<file path="src/rtl/array_doubly_linked_list_unit_macros.svh">
// assertion macros for the array doubly linked list unit
// included by the rtl files that carry concurrent checks, no other dependencies
`ifndef ARRAY_DOUBLY_LINKED_LIST_UNIT_MACROS_SVH
`define ARRAY_DOUBLY_LINKED_LIST_UNIT_MACROS_SVH
`ifndef SYNTHESIS
`define ADLL_ASSERT_SAME(label, clk, rst_n, ante, cons) \
    label: assert property (@(posedge clk) disable iff (!(rst_n)) (ante) |-> (cons)) \
        else $error("adll check failed");
`define ADLL_ASSERT_NEXT(label, clk, rst_n, ante, cons) \
    label: assert property (@(posedge clk) disable iff (!(rst_n)) (ante) |=> (cons)) \
        else $error("adll check failed");
`else
`define ADLL_ASSERT_SAME(label, clk, rst_n, ante, cons)
`define ADLL_ASSERT_NEXT(label, clk, rst_n, ante, cons)
`endif
`endif

</file>
<file path="src/rtl/adll_pkg.sv">
// shared constants and codes for the array doubly linked list unit
// no dependencies
package adll_pkg;
    localparam int NODES_DEFAULT = 64;
    localparam int DATA_W        = 32;
    localparam int OP_W          = 2;
    localparam int STATUS_W      = 2;

    localparam logic [OP_W-1:0] OP_INSERT   = 2'd0;
    localparam logic [OP_W-1:0] OP_ERASE    = 2'd1;
    localparam logic [OP_W-1:0] OP_TRAVERSE = 2'd2;
    localparam logic [OP_W-1:0] OP_UNUSED   = 2'd3;

    localparam logic [STATUS_W-1:0] ST_OK    = 2'd0;
    localparam logic [STATUS_W-1:0] ST_FULL  = 2'd1;
    localparam logic [STATUS_W-1:0] ST_BAD   = 2'd2;
    localparam logic [STATUS_W-1:0] ST_EMPTY = 2'd3;
endpackage

</file>
<file path="src/rtl/adll_ram.sv">
// generic simple dual port ram, one write port and one registered read port
// no dependencies
module adll_ram #(
    parameter int WIDTH = 32,
    parameter int DEPTH = 64
) (
    input  logic                     aclk,
    input  logic                     we,
    input  logic [$clog2(DEPTH)-1:0] waddr,
    input  logic [WIDTH-1:0]         wdata,
    input  logic                     re,
    input  logic [$clog2(DEPTH)-1:0] raddr,
    output logic [WIDTH-1:0]         rdata
);
    logic [WIDTH-1:0] mem_reg [DEPTH];
    logic [WIDTH-1:0] rdata_reg;

    always_ff @(posedge aclk) begin
        if (we) begin
            mem_reg[waddr] <= wdata;
        end
        if (re) begin
            rdata_reg <= mem_reg[raddr];
        end
    end

    assign rdata = rdata_reg;
endmodule

</file>
<file path="src/rtl/array_doubly_linked_list_unit.sv">
// Doubly linked list over a fixed pool of NODES entries, node 0 being the
// head. A valid insert passes through S_INS_A, S_INS_B and S_RESP, a valid
// erase through S_ERS and S_RESP; a rejected request goes to S_RESP. Traverse
// reads the head link in S_T_CHK, then offers one result per node from
// S_T_DATA while the output is free; an empty list answers through S_RESP.
// Each step is one registered read of the link memories followed by
// write-back through their single write ports. One item is in work at a
// time; a new item is taken once the last result of the previous one is in
// the output register, and output stalls lengthen each item.
// Node indices are handed out in order and never reused, so no clearing
// pass is needed after reset. Depends on adll_pkg, adll_ram and the
// assertion macro header.
`include "array_doubly_linked_list_unit_macros.svh"
module array_doubly_linked_list_unit
    import adll_pkg::*;
#(
    parameter int NODES = NODES_DEFAULT
) (
    input  logic                  aclk,
    input  logic                  aresetn,
    input  logic                  s_tvalid,
    output logic                  s_tready,
    // node, value
    input  logic [((($clog2(NODES) + DATA_W) + 7) / 8) * 8 - 1:0] s_tdata,
    // operation
    input  logic [OP_W-1:0]       s_tuser,
    output logic                  m_tvalid,
    input  logic                  m_tready,
    // status, node_index, data
    output logic [((($clog2(NODES) + DATA_W + STATUS_W) + 7) / 8) * 8 - 1:0] m_tdata,
    output logic                  m_tlast
);
    localparam int NODE_W = $clog2(NODES);
    localparam int NF_W   = NODE_W + 1;
    localparam int OUT_W  = NODE_W + DATA_W + STATUS_W;
    localparam int M_W    = ((OUT_W + 7) / 8) * 8;

    localparam logic [2:0] S_IDLE   = 3'd0;
    localparam logic [2:0] S_INS_A  = 3'd1;
    localparam logic [2:0] S_INS_B  = 3'd2;
    localparam logic [2:0] S_ERS    = 3'd3;
    localparam logic [2:0] S_T_CHK  = 3'd4;
    localparam logic [2:0] S_T_DATA = 3'd5;
    localparam logic [2:0] S_RESP   = 3'd6;

    logic [2:0]          state_reg, state_next;
    logic [NF_W-1:0]     next_free_reg, next_free_next;
    logic                head_written_reg, head_written_next;
    logic [NODE_W-1:0]   node_reg, node_next_v;
    logic [NODE_W-1:0]   after_reg, after_next;
    logic [NODE_W-1:0]   cur_reg, cur_next;
    logic [NODE_W-1:0]   count_reg, count_next;
    logic [STATUS_W-1:0] status_reg, status_next;

    logic                m_valid_reg, m_valid_next;
    logic [STATUS_W-1:0] m_status_reg, m_status_next;
    logic [NODE_W-1:0]   m_index_reg, m_index_next;
    logic [DATA_W-1:0]   m_data_reg, m_data_next;
    logic                m_last_reg, m_last_next;

    logic [NODE_W-1:0]   in_node;
    logic [DATA_W-1:0]   in_value;
    logic                in_accept;
    logic                out_free;
    logic                pool_full;
    logic                node_known;
    logic [NODE_W-1:0]   fresh;
    logic [NODE_W-1:0]   next_head;
    logic                trav_last;

    logic                rd_en;
    logic [NODE_W-1:0]   rd_addr;
    logic                nxt_we, prv_we, val_we;
    logic [NODE_W-1:0]   nxt_waddr, prv_waddr;
    logic [NODE_W-1:0]   nxt_wdata, prv_wdata;
    logic [NODE_W-1:0]   nxt_rdata, prv_rdata;
    logic [DATA_W-1:0]   val_rdata;

    assign in_node    = s_tdata[NODE_W-1:0];
    assign in_value   = s_tdata[NODE_W +: DATA_W];
    assign s_tready   = (state_reg == S_IDLE);
    assign in_accept  = s_tvalid && s_tready;
    assign out_free   = !m_valid_reg || m_tready;
    assign pool_full  = (next_free_reg >= NF_W'(NODES));
    assign node_known = ({1'b0, in_node} < next_free_reg);
    assign fresh      = next_free_reg[NODE_W-1:0];
    // head entry reads as zero until first written
    assign next_head  = head_written_reg ? nxt_rdata : '0;
    assign trav_last  = (nxt_rdata == '0) || (count_reg == NODE_W'(NODES - 2));

    adll_ram #(.WIDTH(NODE_W), .DEPTH(NODES)) u_next_ram (
        .aclk(aclk), .we(nxt_we), .waddr(nxt_waddr), .wdata(nxt_wdata),
        .re(rd_en), .raddr(rd_addr), .rdata(nxt_rdata)
    );

    adll_ram #(.WIDTH(NODE_W), .DEPTH(NODES)) u_prev_ram (
        .aclk(aclk), .we(prv_we), .waddr(prv_waddr), .wdata(prv_wdata),
        .re(rd_en), .raddr(rd_addr), .rdata(prv_rdata)
    );

    adll_ram #(.WIDTH(DATA_W), .DEPTH(NODES)) u_value_ram (
        .aclk(aclk), .we(val_we), .waddr(fresh), .wdata(in_value),
        .re(rd_en), .raddr(rd_addr), .rdata(val_rdata)
    );

    always_comb begin
        state_next        = state_reg;
        next_free_next    = next_free_reg;
        head_written_next = head_written_reg;
        node_next_v       = node_reg;
        after_next        = after_reg;
        cur_next          = cur_reg;
        count_next        = count_reg;
        status_next       = status_reg;
        m_valid_next      = m_valid_reg && !m_tready;
        m_status_next     = m_status_reg;
        m_index_next      = m_index_reg;
        m_data_next       = m_data_reg;
        m_last_next       = m_last_reg;
        rd_en             = 1'b0;
        rd_addr           = '0;
        nxt_we            = 1'b0;
        nxt_waddr         = '0;
        nxt_wdata         = '0;
        prv_we            = 1'b0;
        prv_waddr         = '0;
        prv_wdata         = '0;
        val_we            = 1'b0;

        case (state_reg)
            S_IDLE: begin
                if (in_accept) begin
                    node_next_v = in_node;
                    case (s_tuser)
                        OP_INSERT: begin
                            if (pool_full) begin
                                status_next = ST_FULL;
                                node_next_v = '0;
                                state_next  = S_RESP;
                            end else if (!node_known) begin
                                status_next = ST_BAD;
                                state_next  = S_RESP;
                            end else begin
                                rd_en      = 1'b1;
                                rd_addr    = in_node;
                                val_we     = 1'b1;
                                state_next = S_INS_A;
                            end
                        end
                        OP_ERASE: begin
                            if (in_node == '0 || !node_known) begin
                                status_next = ST_BAD;
                                state_next  = S_RESP;
                            end else begin
                                rd_en      = 1'b1;
                                rd_addr    = in_node;
                                state_next = S_ERS;
                            end
                        end
                        OP_TRAVERSE: begin
                            rd_en      = 1'b1;
                            rd_addr    = '0;
                            state_next = S_T_CHK;
                        end
                        default: begin
                            state_next = S_IDLE;
                        end
                    endcase
                end
            end
            S_INS_A: begin
                after_next = (node_reg == '0) ? next_head : nxt_rdata;
                nxt_we     = 1'b1;
                nxt_waddr  = fresh;
                nxt_wdata  = (node_reg == '0) ? next_head : nxt_rdata;
                prv_we     = 1'b1;
                prv_waddr  = fresh;
                prv_wdata  = node_reg;
                state_next = S_INS_B;
            end
            S_INS_B: begin
                nxt_we     = 1'b1;
                nxt_waddr  = node_reg;
                nxt_wdata  = fresh;
                prv_we     = (after_reg != '0);
                prv_waddr  = after_reg;
                prv_wdata  = fresh;
                if (node_reg == '0) begin
                    head_written_next = 1'b1;
                end
                next_free_next = next_free_reg + NF_W'(1);
                status_next    = ST_OK;
                node_next_v    = fresh;
                state_next     = S_RESP;
            end
            S_ERS: begin
                nxt_we     = 1'b1;
                nxt_waddr  = prv_rdata;
                nxt_wdata  = nxt_rdata;
                prv_we     = (nxt_rdata != '0);
                prv_waddr  = nxt_rdata;
                prv_wdata  = prv_rdata;
                if (prv_rdata == '0) begin
                    head_written_next = 1'b1;
                end
                status_next = ST_OK;
                state_next  = S_RESP;
            end
            S_T_CHK: begin
                if (next_head == '0) begin
                    status_next = ST_EMPTY;
                    node_next_v = '0;
                    state_next  = S_RESP;
                end else begin
                    rd_en      = 1'b1;
                    rd_addr    = next_head;
                    cur_next   = next_head;
                    count_next = '0;
                    state_next = S_T_DATA;
                end
            end
            S_T_DATA: begin
                if (out_free) begin
                    m_valid_next  = 1'b1;
                    m_status_next = ST_OK;
                    m_index_next  = cur_reg;
                    m_data_next   = val_rdata;
                    m_last_next   = trav_last;
                    if (trav_last) begin
                        state_next = S_IDLE;
                    end else begin
                        rd_en      = 1'b1;
                        rd_addr    = nxt_rdata;
                        cur_next   = nxt_rdata;
                        count_next = count_reg + NODE_W'(1);
                    end
                end
            end
            S_RESP: begin
                if (out_free) begin
                    m_valid_next  = 1'b1;
                    m_status_next = status_reg;
                    m_index_next  = node_reg;
                    m_data_next   = '0;
                    m_last_next   = 1'b1;
                    state_next    = S_IDLE;
                end
            end
            default: begin
                state_next = S_IDLE;
            end
        endcase
    end

    always_ff @(posedge aclk) begin
        if (!aresetn) begin
            state_reg        <= S_IDLE;
            next_free_reg    <= NF_W'(1);
            head_written_reg <= 1'b0;
            m_valid_reg      <= 1'b0;
        end else begin
            state_reg        <= state_next;
            next_free_reg    <= next_free_next;
            head_written_reg <= head_written_next;
            m_valid_reg      <= m_valid_next;
        end
        node_reg     <= node_next_v;
        after_reg    <= after_next;
        cur_reg      <= cur_next;
        count_reg    <= count_next;
        status_reg   <= status_next;
        m_status_reg <= m_status_next;
        m_index_reg  <= m_index_next;
        m_data_reg   <= m_data_next;
        m_last_reg   <= m_last_next;
    end

    assign m_tvalid = m_valid_reg;
    assign m_tlast  = m_last_reg;
    assign m_tdata  = M_W'({m_data_reg, m_index_reg, m_status_reg});

    `ADLL_ASSERT_SAME(a_pool_bound, aclk, aresetn, 1'b1, next_free_reg <= NF_W'(NODES))
    `ADLL_ASSERT_SAME(a_error_is_last, aclk, aresetn, m_valid_reg && m_status_reg != ST_OK, m_last_reg)
    `ADLL_ASSERT_NEXT(a_insert_bump, aclk, aresetn, state_reg == S_INS_B, next_free_reg == $past(next_free_reg) + NF_W'(1))
    `ADLL_ASSERT_NEXT(a_accept_leaves_idle, aclk, aresetn, in_accept && s_tuser != OP_UNUSED, state_reg != S_IDLE)
    `ADLL_ASSERT_SAME(a_walk_bound, aclk, aresetn, state_reg == S_T_DATA, count_reg <= NODE_W'(NODES - 2))
endmodule
</file>
<file path="config.mk">
export PLATFORM = sky130hd
export DESIGN_NAME = array_doubly_linked_list_unit
export DESIGN_NICKNAME = d
export VERILOG_FILES = /design/src/rtl/adll_pkg.sv /design/src/rtl/adll_ram.sv /design/src/rtl/array_doubly_linked_list_unit.sv
export VERILOG_INCLUDE_DIRS = /design/src /design/src/rtl
export SDC_FILE = /design/constraint.sdc
export NUM_CORES = 2
export LEC_CHECK = 0
export BUFFER_PORTS_ARGS = -buffer_cell sky130_fd_sc_hd__buf_2
export CORE_ASPECT_RATIO = 0.8
export CORE_UTILIZATION = 40
export CTS_CLUSTER_SIZE = 12
export DETAILED_ROUTE_END_ITERATION = 6
export SLEW_MARGIN = 40
export SYNTH_ARGS = -nofsm -noshare
export SYNTH_HDL_FRONTEND = slang
export SYNTH_SLANG_ARGS = --single-unit
</file>
<file path="constraint.sdc">
create_clock -name aclk -period 8.1 [get_ports aclk]
set_input_delay 0.81 -clock aclk [delete_from_list [all_inputs] [get_ports aclk]]
set_output_delay 0.81 -clock aclk [all_outputs]
set_load 0.1 [all_outputs]
</file>
==> impl_metrics.env <==
export IMPL_cp_max_fo=136
export IMPL_postCtsResizedCells=0
export IMPL_routedWlPerCell_um=27.3
export IMPL_setup_viol=0
export IMPL_critPathLaunchType="flip-flop"
export IMPL_min_period_over_period=0.777
export IMPL_drcViolationCount=1
export IMPL_synth_top_area_cell="edfxtp_1"
export IMPL_synthTopCellsByArea="edfxtp_1, nand2_1, mux2i_1"
export IMPL_final_nets=8213
export IMPL_cts_made_buffers=297
export IMPL_max_freq_mhz=159
export IMPL_die_area_um2=293000
export IMPL_tightestPinTransition_ns=0.933
export IMPL_clockRootBuffer="clkbuf_16"
export IMPL_clockPowerShare=0.363
export IMPL_drt_iter0_markers=9336
export IMPL_cts_hold_buffers=0
export IMPL_crit_path_end_kind="flip-flop"
export IMPL_syn_avg_cell_area_um2=14.5
export IMPL_tritoncts="built"
export IMPL_hp_class="primary input to flip-flop"
export IMPL_routed_via_density=5.85
export IMPL_clk_latency_ns=0.87
export IMPL_worstPathRequired_ns=8.70
export IMPL_rsz0062_at_grt="false"
export IMPL_grt_max_degree=140
export IMPL_rows=176
export IMPL_drv_cap=0
export IMPL_h_tree_depth=5
export IMPL_cts_num_sinks=2939
export IMPL_synth_edf_count=2927
export IMPL_fp_coreArea_um2=288000
export IMPL_ant_nets=0
export IMPL_overflow=0
export IMPL_reg2regPathDepth=15
export IMPL_p_leak_nw=45.9
export IMPL_synthArstFlopShare=0
export IMPL_layout_drive_gt1_share=0.101
export IMPL_power_density_nw_per_um2=260
export IMPL_synth_cell_type_count=71
export IMPL_grt_pass1_wl_mm=476
export IMPL_vdd_drop_max_v=0.000211
export IMPL_largest_reg_flops=2048
export IMPL_setup_tns_ns=0
export IMPL_start_util=0.403
export IMPL_place_congestion=0.835
export IMPL_post_cts_buffers=0
export IMPL_relSlewSlack=0.378
export IMPL_p_seq_frac=0.515
export IMPL_cp_arrival_ns=6.89
export IMPL_synth_warnings=0
export IMPL_design_area_um2=132000
export IMPL_synth_nets=8093
export IMPL_combPwrFrac=0.122
export IMPL_clkSlewWorstSetupHoldPaths_ns=0.06
export IMPL_via_count=70800
export IMPL_p_sw_mw=8.86
export IMPL_swShare=0.259
export IMPL_antenna_found_initial=25
export IMPL_area_growth_pct=13.1
export IMPL_p_int_mw=25.3
export IMPL_first_pass_iters=7
export IMPL_io_pins=89
export IMPL_grt_pass1_vias=67800
export IMPL_cts_buffer_depth=4
export IMPL_worstSetupPathType="flip-flop to flip-flop"
export IMPL_synth_most_common_cell="edfxtp_1"
export IMPL_place_area_um2=123000
export IMPL_slew_violations=0
export IMPL_synth_top_cell_area_share=0.755
export IMPL_hold_depth=2
export IMPL_die_y_um=484
export IMPL_dp_hpwl_mm=191
export IMPL_status="complete, but fails checks"
export IMPL_portBuffers=86
export IMPL_synthCells=8038
export IMPL_synth_seq_cells=2939
export IMPL_hold_viol_final=0
export IMPL_report_power_total_mw=34.2
export IMPL_synth_common_cells="edfxtp_1, nand2_1, a21oi_1"
export IMPL_die_x_um=605
export IMPL_gr_usage_all_layers=0.220
export IMPL_violations="DRC"
export IMPL_synth_cell_area_um2=116000
export IMPL_synth_main_ff_cell="edfxtp_1"
export IMPL_fin_skew_ns=0.0691
export IMPL_wirelength_mm=330
export IMPL_seq_area_frac_synth=0.757
export IMPL_period_needed_ns=6.29
per-layer routing:
metal	global-route usage	wire, um	vias to the layer above
met3	0.0376	30200	478
li1	-	-	30800
met2	0.335	149000	3375
met1	0.325	142000	36100
met4	0.0594	8710	12
met5	0	70	-
per-stage QoR:
stage / instances / utilization / setup WS, ns / hold slack [ns]
floorplan: 8038 / - / 3.56 / 0.497
global placement: 11600 / 0.423 / 1.86 / 0.516
detailed placement: 11700 / 0.427 / 1.97 / 0.519
CTS: 12100 / 0.456 / 2.04 / 0.235
global route: 12100 / 0.456 / 1.61 / 0.277
finish: 12100 / 0.456 / 1.81 / 0.305
cell usage in the layout (no fill, tap or decap), drive strengths merged, types with 45 or more instances in the layout:
cell	synthesis	routed
nor2	247	247
a21oi	616	616
a221oi	201	201
o22ai	135	135
nand3	278	278
nand2	1505	1505
a211oi	125	125
edfxtp	2927	2927
o31ai	70	70
nor3	47	47
mux2i	546	546
clkbuf	280	355
o21ai	70	70
a22oi	45	45
or3	47	47
buf	250	351
inv	134	144
a31oi	209	209
cells by family (layout without fill, tap and decap cells):
group,after synthesis,after routing,share of synthesized area
other,0,12,0
and+or+nand+nor,2280,2280,0.0819
muxes,565,565,0.0488
AOI/OAI and AO/OA,1571,1571,0.0865
buffers and inverters,664,885,0.0238
DFF,2939,2939,0.757
xor gates and xnor gates,10,10,0.000753
adders and majority gates,9,9,0.000968
cell type report:
type | count | area [um^2]
tap | 3827 | 4790
clock buffer | 355 | 7870
fill | 24900 | 157000
sequential | 2939 | 88100
antenna | 12 | 30.0
multi-input combinational | 4435 | 26400
inverter | 134 | 503
timing repair buffer | 351 | 3480
clock inverter | 45 | 370
power by group through the flow:
stage | clock network (mW) | logic (mW) | registers, mW
after floorplan | 0 | 2.32 | 18.0
after global placement | 0 | 4.03 | 17.9
after detailed placement | 0 | 4.13 | 17.9
after CTS | 12.6 | 4.14 | 17.6
after global routing | 13.1 | 4.42 | 17.6
final | 12.4 | 4.17 | 17.6
worst paths after layout:
kind                                       start                               to  slack (ns)
setup reg to reg   next_free_reg[4]$_SDFFE_PN0P_  u_value_ram.rdata[20]$_DFFE_PP_        1.81
setup / recovery   next_free_reg[4]$_SDFFE_PN0P_  u_value_ram.rdata[20]$_DFFE_PP_        1.81
hold / removal                           aresetn    next_free_reg[0]$_SDFFE_PN1P_        0.31
hold reg to reg   u_value_ram.rdata[3]$_DFFE_PP_      m_data_reg[3]$_SDFFCE_PP0P_        0.53
critical path, stage by stage (launching register included):
cell and delay (ns):
dfxtp_1 0.59, inv_1 0.26, ha_1 0.36, a211oi_1 0.07, nor3_1 0.40, a21oi_4 0.07, buf_4 0.30, a31oi_4 0.70
buf_4 0.40, buf_12 0.38, buf_12 0.58, mux2i_1 0.26, o22ai_1 0.10, nor3_1 0.56, o221ai_1 0.43, or3_1 0.41
No activity file was read; power rests on OpenSTA's default activity.
